## config.mk

```make
export PLATFORM = sky130hd
export DESIGN_NAME = heap_sort_by_key
export DESIGN_NICKNAME = d
export VERILOG_FILES = /design/src/design/hsk_pkg.sv /design/src/design/heap_sort_by_key.sv /design/src/design/hsk_ram.sv
export SDC_FILE = /design/constraint.sdc
export NUM_CORES = 2
export LEC_CHECK = 0
export BUFFER_PORTS_ARGS = -buffer_cell sky130_fd_sc_hd__buf_4
export CAP_MARGIN = 25
export CORE_MARGIN = 2
export CORE_UTILIZATION = 50
export DETAILED_ROUTE_END_ITERATION = 6
export GPL_ROUTABILITY_DRIVEN = 0
export PLACE_DENSITY = 0.66
export SETUP_SLACK_MARGIN = 0.3
export SLEW_MARGIN = 10
export SYNTH_ARGS = -nofsm -noshare
export SYNTH_HDL_FRONTEND = slang
export SYNTH_SLANG_ARGS = --single-unit
```

## constraint.sdc

```tcl
create_clock -name clk -period 8.23 [get_ports clk]
set_clock_uncertainty 0.1 [all_clocks]
set_input_delay 0 -clock clk [delete_from_list [all_inputs] [get_ports clk]]
set_output_delay 0 -clock clk [all_outputs]
set_load 0.02 [all_outputs]
```

## src/design/hsk_pkg.sv

```systemverilog
// hsk_pkg: record type and field widths for the heap sorter
// no dependencies; imported by heap_sort_by_key and tb_top
package hsk_pkg;

  localparam int KEY_W = 14;
  localparam int TAG_W = 16;

  // one stored record: the key in the upper bits, the tag below it
  typedef struct packed {
    logic [KEY_W-1:0] key;
    logic [TAG_W-1:0] tag;
  } rec_t;

  localparam int REC_W = $bits(rec_t);

endpackage

```

## src/design/heap_sort_by_key.sv

```systemverilog
// heap_sort_by_key: batch heap sorter over key and tag records
// depends on hsk_pkg and hsk_ram
//
// Records are loaded one word per cycle while in_stall is low into a single ram of DEPTH
// entries; the word with batch_end closes the batch, and words beyond DEPTH are dropped and
// flag the whole batch as overflowed. The block then runs a max-heap sort in place in the
// ram (bottom-up build, then root-to-end swaps with sift-down, promoting only strictly
// greater children) and emits every record in ascending key order, run_last on the final
// one. Each level of a sift-down reads both children through the two ram read ports, then
// compares and writes back; each result passes through the output register. No input word
// is taken from batch end until the last result is in the output register.
module heap_sort_by_key
  import hsk_pkg::*;
#(
  parameter int DEPTH = 32
) (
  input  logic             clk,
  input  logic             rst,
  input  logic             in_valid,
  output logic             in_stall,
  input  logic [KEY_W-1:0] discount_key,
  input  logic [TAG_W-1:0] item_tag,
  input  logic             batch_end,
  output logic             out_valid,
  input  logic             out_stall,
  output logic [KEY_W-1:0] sorted_key,
  output logic [TAG_W-1:0] sorted_tag,
  output logic             run_last,
  output logic             overflowed
);

  localparam int AW = $clog2(DEPTH);
  localparam int CW = $clog2(DEPTH + 1);

  typedef enum logic [3:0] {
    S_LOAD,
    S_BUILD_NEXT,
    S_SIFT_HOLD,
    S_SIFT_RD,
    S_SIFT_CMP,
    S_EX_NEXT,
    S_EX_WR,
    S_EMIT_RD,
    S_EMIT_WAIT
  } state_t;

  state_t        state;
  logic [CW-1:0] fill;
  logic          ovf;
  logic [CW-1:0] count;
  logic [CW-1:0] j;
  logic [CW-1:0] size;
  logic [CW-1:0] k;
  logic [AW-1:0] node;
  logic          build_phase;
  rec_t          hold;

  // ram controls
  logic          we;
  logic [AW-1:0] waddr;
  rec_t          wdata;
  logic          re_a;
  logic [AW-1:0] raddr_a;
  rec_t          rdata_a;
  logic          re_b;
  logic [AW-1:0] raddr_b;
  rec_t          rdata_b;

  logic          in_acc;
  logic          has_room;
  logic [CW-1:0] count_new;
  logic [CW:0]   lc;
  logic [CW:0]   rc;
  logic          lc_ok;
  logic          rc_ok;
  logic          pick_l;
  logic          pick_r;
  logic [KEY_W-1:0] best_key;
  logic          emit_last;

  hsk_ram #(
    .WIDTH(REC_W),
    .DEPTH(DEPTH)
  ) u_store (
    .clk    (clk),
    .we     (we),
    .waddr  (waddr),
    .wdata  (wdata),
    .re_a   (re_a),
    .raddr_a(raddr_a),
    .rdata_a(rdata_a),
    .re_b   (re_b),
    .raddr_b(raddr_b),
    .rdata_b(rdata_b)
  );

  // input handshake and load bookkeeping
  assign in_stall  = (state != S_LOAD);
  assign in_acc    = in_valid && !in_stall;
  assign has_room  = (fill < CW'(DEPTH));
  assign count_new = has_room ? fill + 1'b1 : fill;

  // children of the current node and the sift-down compare
  assign lc       = (CW + 1)'({node, 1'b1});
  assign rc       = lc + 1'b1;
  assign lc_ok    = (lc < {1'b0, size});
  assign rc_ok    = (rc < {1'b0, size});
  assign pick_l   = lc_ok && (rdata_a.key > hold.key);
  assign best_key = pick_l ? rdata_a.key : hold.key;
  assign pick_r   = rc_ok && (rdata_b.key > best_key);

  assign emit_last = ((k + 1'b1) == count);

  // ram port selection per state
  always_comb begin
    we      = 1'b0;
    waddr   = fill[AW-1:0];
    wdata   = '{key: discount_key, tag: item_tag};
    re_a    = 1'b0;
    raddr_a = node;
    re_b    = 1'b0;
    raddr_b = rc[AW-1:0];
    unique case (state)
      S_LOAD: begin
        we = in_acc && has_room;
      end
      S_BUILD_NEXT: begin
        re_a    = (j != '0);
        raddr_a = AW'(j - 1'b1);
      end
      S_SIFT_HOLD, S_SIFT_RD: begin
        re_a    = 1'b1;
        raddr_a = lc[AW-1:0];
        re_b    = 1'b1;
        raddr_b = rc[AW-1:0];
      end
      S_SIFT_CMP: begin
        we    = 1'b1;
        waddr = node;
        priority if (pick_r) begin
          wdata = rdata_b;
        end else if (pick_l) begin
          wdata = rdata_a;
        end else begin
          wdata = hold;
        end
      end
      S_EX_NEXT: begin
        re_a    = (j > CW'(1));
        raddr_a = '0;
        re_b    = (j > CW'(1));
        raddr_b = AW'(j - 1'b1);
      end
      S_EX_WR: begin
        we    = 1'b1;
        waddr = AW'(j - 1'b1);
        wdata = rdata_a;
      end
      S_EMIT_RD: begin
        re_a    = 1'b1;
        raddr_a = k[AW-1:0];
      end
      S_EMIT_WAIT: begin
      end
      default: begin
      end
    endcase
  end

  // sequencer, counters and output register
  always_ff @(posedge clk) begin
    if (rst) begin
      state     <= S_LOAD;
      fill      <= '0;
      ovf       <= 1'b0;
      out_valid <= 1'b0;
    end else begin
      // output word taken and no new word loaded behind it
      if (out_valid && !out_stall && state != S_EMIT_WAIT) begin
        out_valid <= 1'b0;
      end
      unique case (state)
        S_LOAD: begin
          if (in_acc) begin
            fill <= count_new;
            ovf  <= ovf || !has_room;
            if (batch_end) begin
              count <= count_new;
              j     <= count_new >> 1;
              state <= S_BUILD_NEXT;
            end
          end
        end
        S_BUILD_NEXT: begin
          if (j == '0) begin
            j     <= count;
            state <= S_EX_NEXT;
          end else begin
            node        <= AW'(j - 1'b1);
            j           <= j - 1'b1;
            size        <= count;
            build_phase <= 1'b1;
            state       <= S_SIFT_HOLD;
          end
        end
        S_SIFT_HOLD: begin
          hold  <= rdata_a;
          state <= S_SIFT_CMP;
        end
        S_SIFT_RD: begin
          state <= S_SIFT_CMP;
        end
        S_SIFT_CMP: begin
          if (pick_l || pick_r) begin
            node  <= pick_r ? rc[AW-1:0] : lc[AW-1:0];
            state <= S_SIFT_RD;
          end else begin
            state <= build_phase ? S_BUILD_NEXT : S_EX_NEXT;
          end
        end
        S_EX_NEXT: begin
          if (j > CW'(1)) begin
            state <= S_EX_WR;
          end else begin
            k     <= '0;
            state <= S_EMIT_RD;
          end
        end
        S_EX_WR: begin
          hold        <= rdata_b;
          node        <= '0;
          size        <= j - 1'b1;
          j           <= j - 1'b1;
          build_phase <= 1'b0;
          state       <= S_SIFT_RD;
        end
        S_EMIT_RD: begin
          state <= S_EMIT_WAIT;
        end
        S_EMIT_WAIT: begin
          if (!out_valid || !out_stall) begin
            out_valid  <= 1'b1;
            sorted_key <= rdata_a.key;
            sorted_tag <= rdata_a.tag;
            run_last   <= emit_last;
            overflowed <= ovf;
            if (emit_last) begin
              fill  <= '0;
              ovf   <= 1'b0;
              state <= S_LOAD;
            end else begin
              k     <= k + 1'b1;
              state <= S_EMIT_RD;
            end
          end
        end
        default: begin
          state <= S_LOAD;
        end
      endcase
    end
  end

`ifndef SYNTHESIS
  // store never holds more than its depth
  a_fill_bound: assert property (@(posedge clk) disable iff (rst)
    fill <= CW'(DEPTH))
    else $error("fill count above depth");

  // a write never shares a cycle with a read, so no read-during-write on one entry
  a_no_rw_overlap: assert property (@(posedge clk) disable iff (rst)
    !(we && (re_a || re_b)))
    else $error("ram read and write in the same cycle");

  // the node under sift-down lies inside the active heap
  a_node_in_heap: assert property (@(posedge clk) disable iff (rst)
    (state == S_SIFT_CMP) |-> (CW'(node) < size))
    else $error("sift node outside heap");

  // a root-to-end swap only happens with at least two records left
  a_swap_size: assert property (@(posedge clk) disable iff (rst)
    (state == S_EX_WR) |-> (j > CW'(1)))
    else $error("swap with heap smaller than two");

  // a result word is only produced for a stored record
  a_emit_index: assert property (@(posedge clk) disable iff (rst)
    (state == S_EMIT_WAIT) |-> (k < count))
    else $error("emit index beyond batch");
`endif

endmodule

```

## src/design/hsk_ram.sv

```systemverilog
// hsk_ram: generic ram with one write port and two registered read ports
// no dependencies; used by heap_sort_by_key for the record store
module hsk_ram #(
  parameter int WIDTH = 30,
  parameter int DEPTH = 32
) (
  input  logic                     clk,
  input  logic                     we,
  input  logic [$clog2(DEPTH)-1:0] waddr,
  input  logic [WIDTH-1:0]         wdata,
  input  logic                     re_a,
  input  logic [$clog2(DEPTH)-1:0] raddr_a,
  output logic [WIDTH-1:0]         rdata_a,
  input  logic                     re_b,
  input  logic [$clog2(DEPTH)-1:0] raddr_b,
  output logic [WIDTH-1:0]         rdata_b
);

  logic [WIDTH-1:0] mem [DEPTH];

  // write port
  always_ff @(posedge clk) begin
    if (we) begin
      mem[waddr] <= wdata;
    end
  end

  // read ports, data held while not enabled
  always_ff @(posedge clk) begin
    if (re_a) begin
      rdata_a <= mem[raddr_a];
    end
    if (re_b) begin
      rdata_b <= mem[raddr_b];
    end
  end

endmodule

```

After elaboration in Yosys (flattened, before gate mapping)
Memories as Yosys holds them, arrays and structs flattened. A register that Yosys moved wholly into a read port is not among the register bits.
Cells that the tools add are included.
{ "totals": {"register_bits": 104, "ramBits": 960, "in_bits": 35, "out_inout_bits": 34, "elab_cells": 131, "memories": 1} }
{ "mem_list": {"columns": ["name", "depth", "word_bits", "rd", "rd_clocked_by_memory_dff", "write_ports", "line", "rtl"], "rows": [
  ["u_store.mem", 32, 30, 2, 2, 1, "hsk_ram.sv:19", "logic [WIDTH-1:0] mem [DEPTH];"]
]} }
{ "classes": {"addsub": 4, "n_lt_le_gt_ge": 6, "n_eq_ne": 18, "mux": 50, "n_bitwise": 1, "n_reduce_logical": 35} }
{ "ops": {"columns": ["cell", "count"], "rows": [
  ["one-hot mux 30 bit (2 select lines)", 2],
  ["2-to-1 mux 6 bit", 11],
  ["2-to-1 mux 30 bit", 2],
  ["one-hot mux 6 bit (2 select lines)", 3],
  ["one-hot mux 4 bit (8 select lines)", 1],
  ["greater-than comparator 14 bit", 2],
  ["2-to-1 mux 5 bit", 4],
  ["one-hot mux 5 bit (4 select lines)", 1],
  ["one-hot mux 6 bit (3 select lines)", 1],
  ["equality test 4 x 3 -> 1 bit, second input constant", 4],
  ["inequality test 2 bit, second input constant", 8],
  ["AND reduction 4 bit", 4],
  ["one-hot mux 5 bit (3 select lines)", 1],
  ["2-to-1 mux 14 bit", 1],
  ["adder 6 x 1 -> 6 bit, second input constant", 2],
  ["2-to-1 mux 3 bit", 4],
  ["2-to-1 mux 4 bit", 3],
  ["2-to-1 mux 1 bit", 10],
  ["one-hot mux 5 bit (2 select lines)", 1],
  ["AND reduction 3 bit", 3],
  ["equality test 4 x 2 -> 1 bit, second input constant", 2],
  ["one-hot mux 1 bit (2 select lines)", 4],
  ["nonzero test 2 bit", 4],
  ["adder 6 x 1 -> 7 bit, second input constant", 1],
  ["23 further kinds", 35]
]} }

Logic depth before layout (Yosys ltp)
{ "logic_depth": {"ltp_word": 8, "ltp_mapped": 20, "depth_no_buf": 17} }

Modules after synthesis
From an unflattened synthesis, not the netlist that was laid out.
{ "unflattened": {"cells_unflattened": 3969, "hier_area_um2": 54708.7} }
{ "modules_own_cells": {"columns": ["mod", "n_inst", "cells_per_inst", "area_each_um2", "seq_area_each_um2"], "rows": [
  ["hsk_ram", 1, 3238, 47795.8, 30629.4],
  ["heap_sort_by_key", 1, 731, 6912.9, 3002.9]
]} }

Worst setup path before layout
OpenSTA, ideal clock, no wires.
{ "synth_path": {"path_type": "register -> register", "startpoint": "reg u_store.rdata_a[19], read port of u_store.mem", "endpoint": "mem u_store.mem[0][0] (data pin)", "setup_time_ns": 0.380, "arrival_ns": 4.906, "required_time_ns": 7.750, "path_slack_ns": 2.844, "path_stages_with_launch": 19, "n_path_buf": 3, "period_less_slack_ns": 5.386, "cell_sequence": "edfxtp_1 -> ha_1 -> a21o_1 -> a21o_1 -> a221oi_1 -> o221ai_1 -> nand3_1 -> buf_2 -> mux2i_1 -> ha_1 -> a21o_1 -> a221o_1 -> a221oi_1 -> o21ai_0 -> nand3_1 -> clkbuf_1 -> nand2_1 -> clkbuf_1 -> o22ai_1"} }
{ "synth_between": {"elab_chain_cells": 7, "elab_cells_between_ends": 8, "classes_between": "2 x order compare; 4 x mux; 2 x reduce/logical"} }
{ "synth_lines": {"columns": ["item", "line", "rtl"], "rows": [
  ["start: declaration", "hsk_ram.sv:13", "output logic [WIDTH-1:0] rdata_a,"],
  ["greater-than comparator 14 bit", "heap_sort_by_key.sv:108", "assign pick_l = lc_ok && (rdata_a.key > hold.key);"],
  ["logical AND 1 bit", "heap_sort_by_key.sv:108", null],
  ["2-to-1 mux 14 bit", "heap_sort_by_key.sv:109", "assign best_key = pick_l ? rdata_a.key : hold.key;"],
  ["greater-than comparator 14 bit", "heap_sort_by_key.sv:110", "assign pick_r = rc_ok && (rdata_b.key > best_key);"],
  ["logical AND 1 bit", "heap_sort_by_key.sv:110", null],
  ["2-to-1 mux 30 bit *", "heap_sort_by_key.sv:140", "priority if (pick_r) begin"],
  ["one-hot mux 30 bit (2 select lines) *", "heap_sort_by_key.sv:123", "unique case (state)"],
  ["net u_store.wdata[0]", "hsk_ram.sv:10", "input logic [WIDTH-1:0] wdata,"],
  ["end: declaration", "hsk_ram.sv:19", null]
]} }
Mark *: on every way through the listed nets, which the timed path passes. The rest lies on a longest branch.

Worst setup path after layout
{ "layout_path": {"startpoint": "reg node[1]", "endpoint": "mem u_store.mem[5][20] (data pin)"} }
{ "layout_between": {"elab_chain_cells": 7, "elab_cells_between_ends": 10, "classes_between": "1 x add/sub; 3 x order compare; 4 x mux; 2 x reduce/logical"} }
{ "layout_lines": {"columns": ["item", "line", "rtl"], "rows": [
  ["start: declaration", "heap_sort_by_key.sv:54", "logic [AW-1:0] node;"],
  ["start signal: assignment", "heap_sort_by_key.sv:199", "node <= AW'(j - 1'b1);"],
  ["start signal: assignment", "heap_sort_by_key.sv:215", "node <= pick_r ? rc[AW-1:0] : lc[AW-1:0];"],
  ["< comparator 6 bit", "heap_sort_by_key.sv:106", "assign lc_ok = (lc < {1'b0, size});"],
  ["logical AND 1 bit", "heap_sort_by_key.sv:108", null],
  ["2-to-1 mux 14 bit", "heap_sort_by_key.sv:109", null],
  ["greater-than comparator 14 bit", "heap_sort_by_key.sv:110", null],
  ["logical AND 1 bit", "heap_sort_by_key.sv:110", null],
  ["2-to-1 mux 30 bit *", "heap_sort_by_key.sv:140", null],
  ["one-hot mux 30 bit (2 select lines) *", "heap_sort_by_key.sv:123", null],
  ["net u_store.wdata[20]", "hsk_ram.sv:10", null]
]} }
Marks and branches as above.

==> results.json <==
{
  "status": "finished, final reports clean",
  "max_freq_mhz": 165,
  "drc": 0,
  "postSynthCellCount": 4318,
  "ios": 69,
  "clock-root-buffer": "clkbuf_16",
  "synthAdderAreaFrac_pct": 0.992,
  "postCtsHoldBufs": 14,
  "place_inst": 5584,
  "via_count": 39400,
  "grt_pass1_vias": 36800,
  "leakage_nw": 22.8,
  "crit_start": "node[1]",
  "ys.flop_type": "edfxtp_1",
  "yosys.cell_types.count": 59,
  "first_pass_iters": 7,
  "synth-edff-count": 1112,
  "initial_utilization_pct": 50.5,
  "die_x_um": 333,
  "cts-resized-gates": 0,
  "r2r-start": "node[1]",
  "die_area_um2": 111000,
  "cts_tree": "done",
  "cts-buffers-inserted": 117,
  "yosysWarnings": 0,
  "numClockSinks": 1124,
  "drv_cap": 0,
  "grt_pass1_wl_mm": 261,
  "hold-worst-slack_ns": 0.00950,
  "post-dp-hpwl_mm": 100,
  "synthSimpleGateAreaFrac_pct": 11.5,
  "final.period_utilization_pct": 73.4,
  "drtIter0Drc": 6090,
  "ir_drop_v": 0.000159,
  "routedWlPerCell_um": 31.6,
  "synthMuxAreaShare_pct": 16.1,
  "cts_max_path_buffers": 3,
  "core-area_um2": 107000,
  "max_slew_margin_pct": 23.6,
  "postCtsSetupRepairBufs": 0,
  "hold_class": "in2reg",
  "grt_max_degree": 140,
  "p_per_area_nw_per_um2": 223,
  "routed_via_density": 6.72,
  "syn_avg_cell_area_um2": 12.6,
  "final_nets": 4434,
  "routed_wl_mm": 185,
  "antenna_left": 0,
  "crit_type": "reg2reg",
  "reg2reg_slack_ns": 2.19,
  "cp.arrival_ns": 6.51,
  "min_period_ns": 6.04,
  "ys_seq_elements": 1124,
  "synth_compound_area_share_pct": 6.09,
  "hold_depth": 3,
  "synth_top_family_by_area": "multiplexers",
  "ys_seq_area_share_pct": 62.0,
  "crit_fanout": 18,
  "cp-end-kind": "flop",
  "overflow": 0,
  "drv_slew": 0,
  "tns_ns": 0,
  "finalHoldViolCount": 0,
  "clk_pin_slew_worst_paths_ns": 0.06,
  "cts_htree_levels": 3,
  "worstMarginPinSlew_ns": 1.14,
  "fin_cells": 5858,
  "finalPower_mw": 13.7,
  "layout-drive-gt1-share_pct": 10.2,
  "hold_path_startpoint": "item_tag[3]",
  "synth_xor_area_share_pct": 0.425,
  "synthArstFlopShare_pct": 0,
  "syn_area_um2": 54200,
  "final_cell_mix": "edfxtp_1 (1112), mux2i_1 (872), nand2_1 (795)",
  "rows": 120,
  "rsz0062_at_grt": "no",
  "final_common_cell": "edfxtp_1",
  "grt_antenna_before_repair": 3,
  "io_buffer_count": 68,
  "grt_usage_pct": 32.6,
  "dieHeight_um": 333,
  "start_kind": "flop",
  "required_ns": 8.69,
  "synthesis.nets": 4396,
  "clkLatencyLatePin_ns": 0.73,
  "setup_viol": 0,
  "reg2regPathDepth": 17,
  "area_delta_synth_final_pct": 13.0
}
final cells by class:
| cell class | instances | area, µm² |
|---|---|---|
| Antenna cell | 2 | 5.00 |
| Clock buffer | 152 | 3120 |
| Clock inverter | 64 | 702 |
| Fill cell | 8462 | 46100 |
| Inverter | 69 | 259 |
| Multi-Input combinational cell | 2817 | 19600 |
| Sequential cell | 1124 | 33600 |
| Tap cell | 1403 | 1760 |
| Timing Repair Buffer | 227 | 2160 |
where the power goes:
group,internal [mW],switching (mW)
Sequential,6.42,0.0717
Clock,3.10,2.26
Combinational,0.639,1.18
Total,10.2,3.51
path summary, 6_finish.rpt:
check,to
worst max-delay path,u_store.mem[5][20]
worst min-delay path,u_store.mem[31][3]
worst max register to register,u_store.mem[5][20]
worst min register to register,overflowed
cell families after synthesis:
logic type | count (synthesis)
flip-flops | 1124
XOR/XNOR | 23
AND/OR/NAND/NOR | 1401
adder cells (fa/ha/maj) | 43
AO/OA/AOI/OAI | 478
multiplexers | 872
buffers and inverters | 377
per-stage QoR:
stage,setup WS (ns),utilization (%),instance area (µm²)
after detailed placement,1.99,52.9,56800
after global routing,1.87,57.1,61300
after floorplan,2.84,-,54200
after global placement,1.94,52.7,56600
final,2.19,57.1,61300
after CTS,1.93,56.6,60800
state kept, by name, summed over array words and instances (netlist names), 4 cells and up:
register	count
state	4
hold	30
sorted_tag	16
k	6
u_store.rdata_b	30
u_store.mem	960
node	5
j	6
count	6
u_store.rdata_a	30
size	6
sorted_key	14
fill	6
Yosys cell counts, types with 3 or more instances:
master / n / area share (%)
buf_1: 24 / 0.17
o21ai_0: 64 / 0.59
nor3_1: 10 / 0.092
nor4_1: 32 / 0.37
mux2i_1: 872 / 16
inv_1: 67 / 0.46
a32oi_1: 120 / 1.9
xor2_1: 8 / 0.13
or3_1: 4 / 0.046
nand3b_1: 3 / 0.042
a21o_1: 21 / 0.29
nand3_1: 260 / 2.4
clkbuf_1: 200 / 1.4
a31oi_1: 5 / 0.058
nand2b_1: 5 / 0.058
ha_1: 43 / 0.99
dfxtp_1: 12 / 0.44
and4_1: 4 / 0.065
nand4_1: 153 / 1.8
buf_4: 19 / 0.26
o31a_1: 30 / 0.48
xnor2_1: 12 / 0.19
and3_1: 3 / 0.035
a211oi_1: 5 / 0.069
edfxtp_1: 1112 / 62
nor2b_1: 6 / 0.069
nand2_1: 797 / 5.5
a22oi_1: 3 / 0.042
o221ai_1: 3 / 0.048
nor2_1: 107 / 0.74
a221oi_1: 4 / 0.065
o21a_1: 5 / 0.069
nor3b_1: 4 / 0.055
a21oi_1: 53 / 0.49
o22ai_1: 155 / 1.8
buf_2: 65 / 0.60
routing by layer:
layer  wire, µm  global-route usage (%)  vias up
met5         10                       0        -
met4       8460                    13.7        2
met3      23400                    6.50      499
met2      81400                    49.3     2822
met1      72000                    46.2    19500
li1           -                       -    16500
critical path, cell delays in order, from the launching register on:
cell and delay, ns:
edfxtp_1 0.52, ha_1 0.32, nor2b_1 0.13, o21a_1 0.17, o21a_1 0.16, o21ai_0 0.28, nand3_2 0.56, mux2i_1 0.45
ha_1 0.31, and3_1 0.20, a221o_1 0.30, a221oi_1 0.37, o21ai_0 0.19, nand3_2 0.12, nand2_2 0.36, buf_4 0.41
o22ai_2 0.66, buf_6 0.26
(Power assumes the default switching activity.)
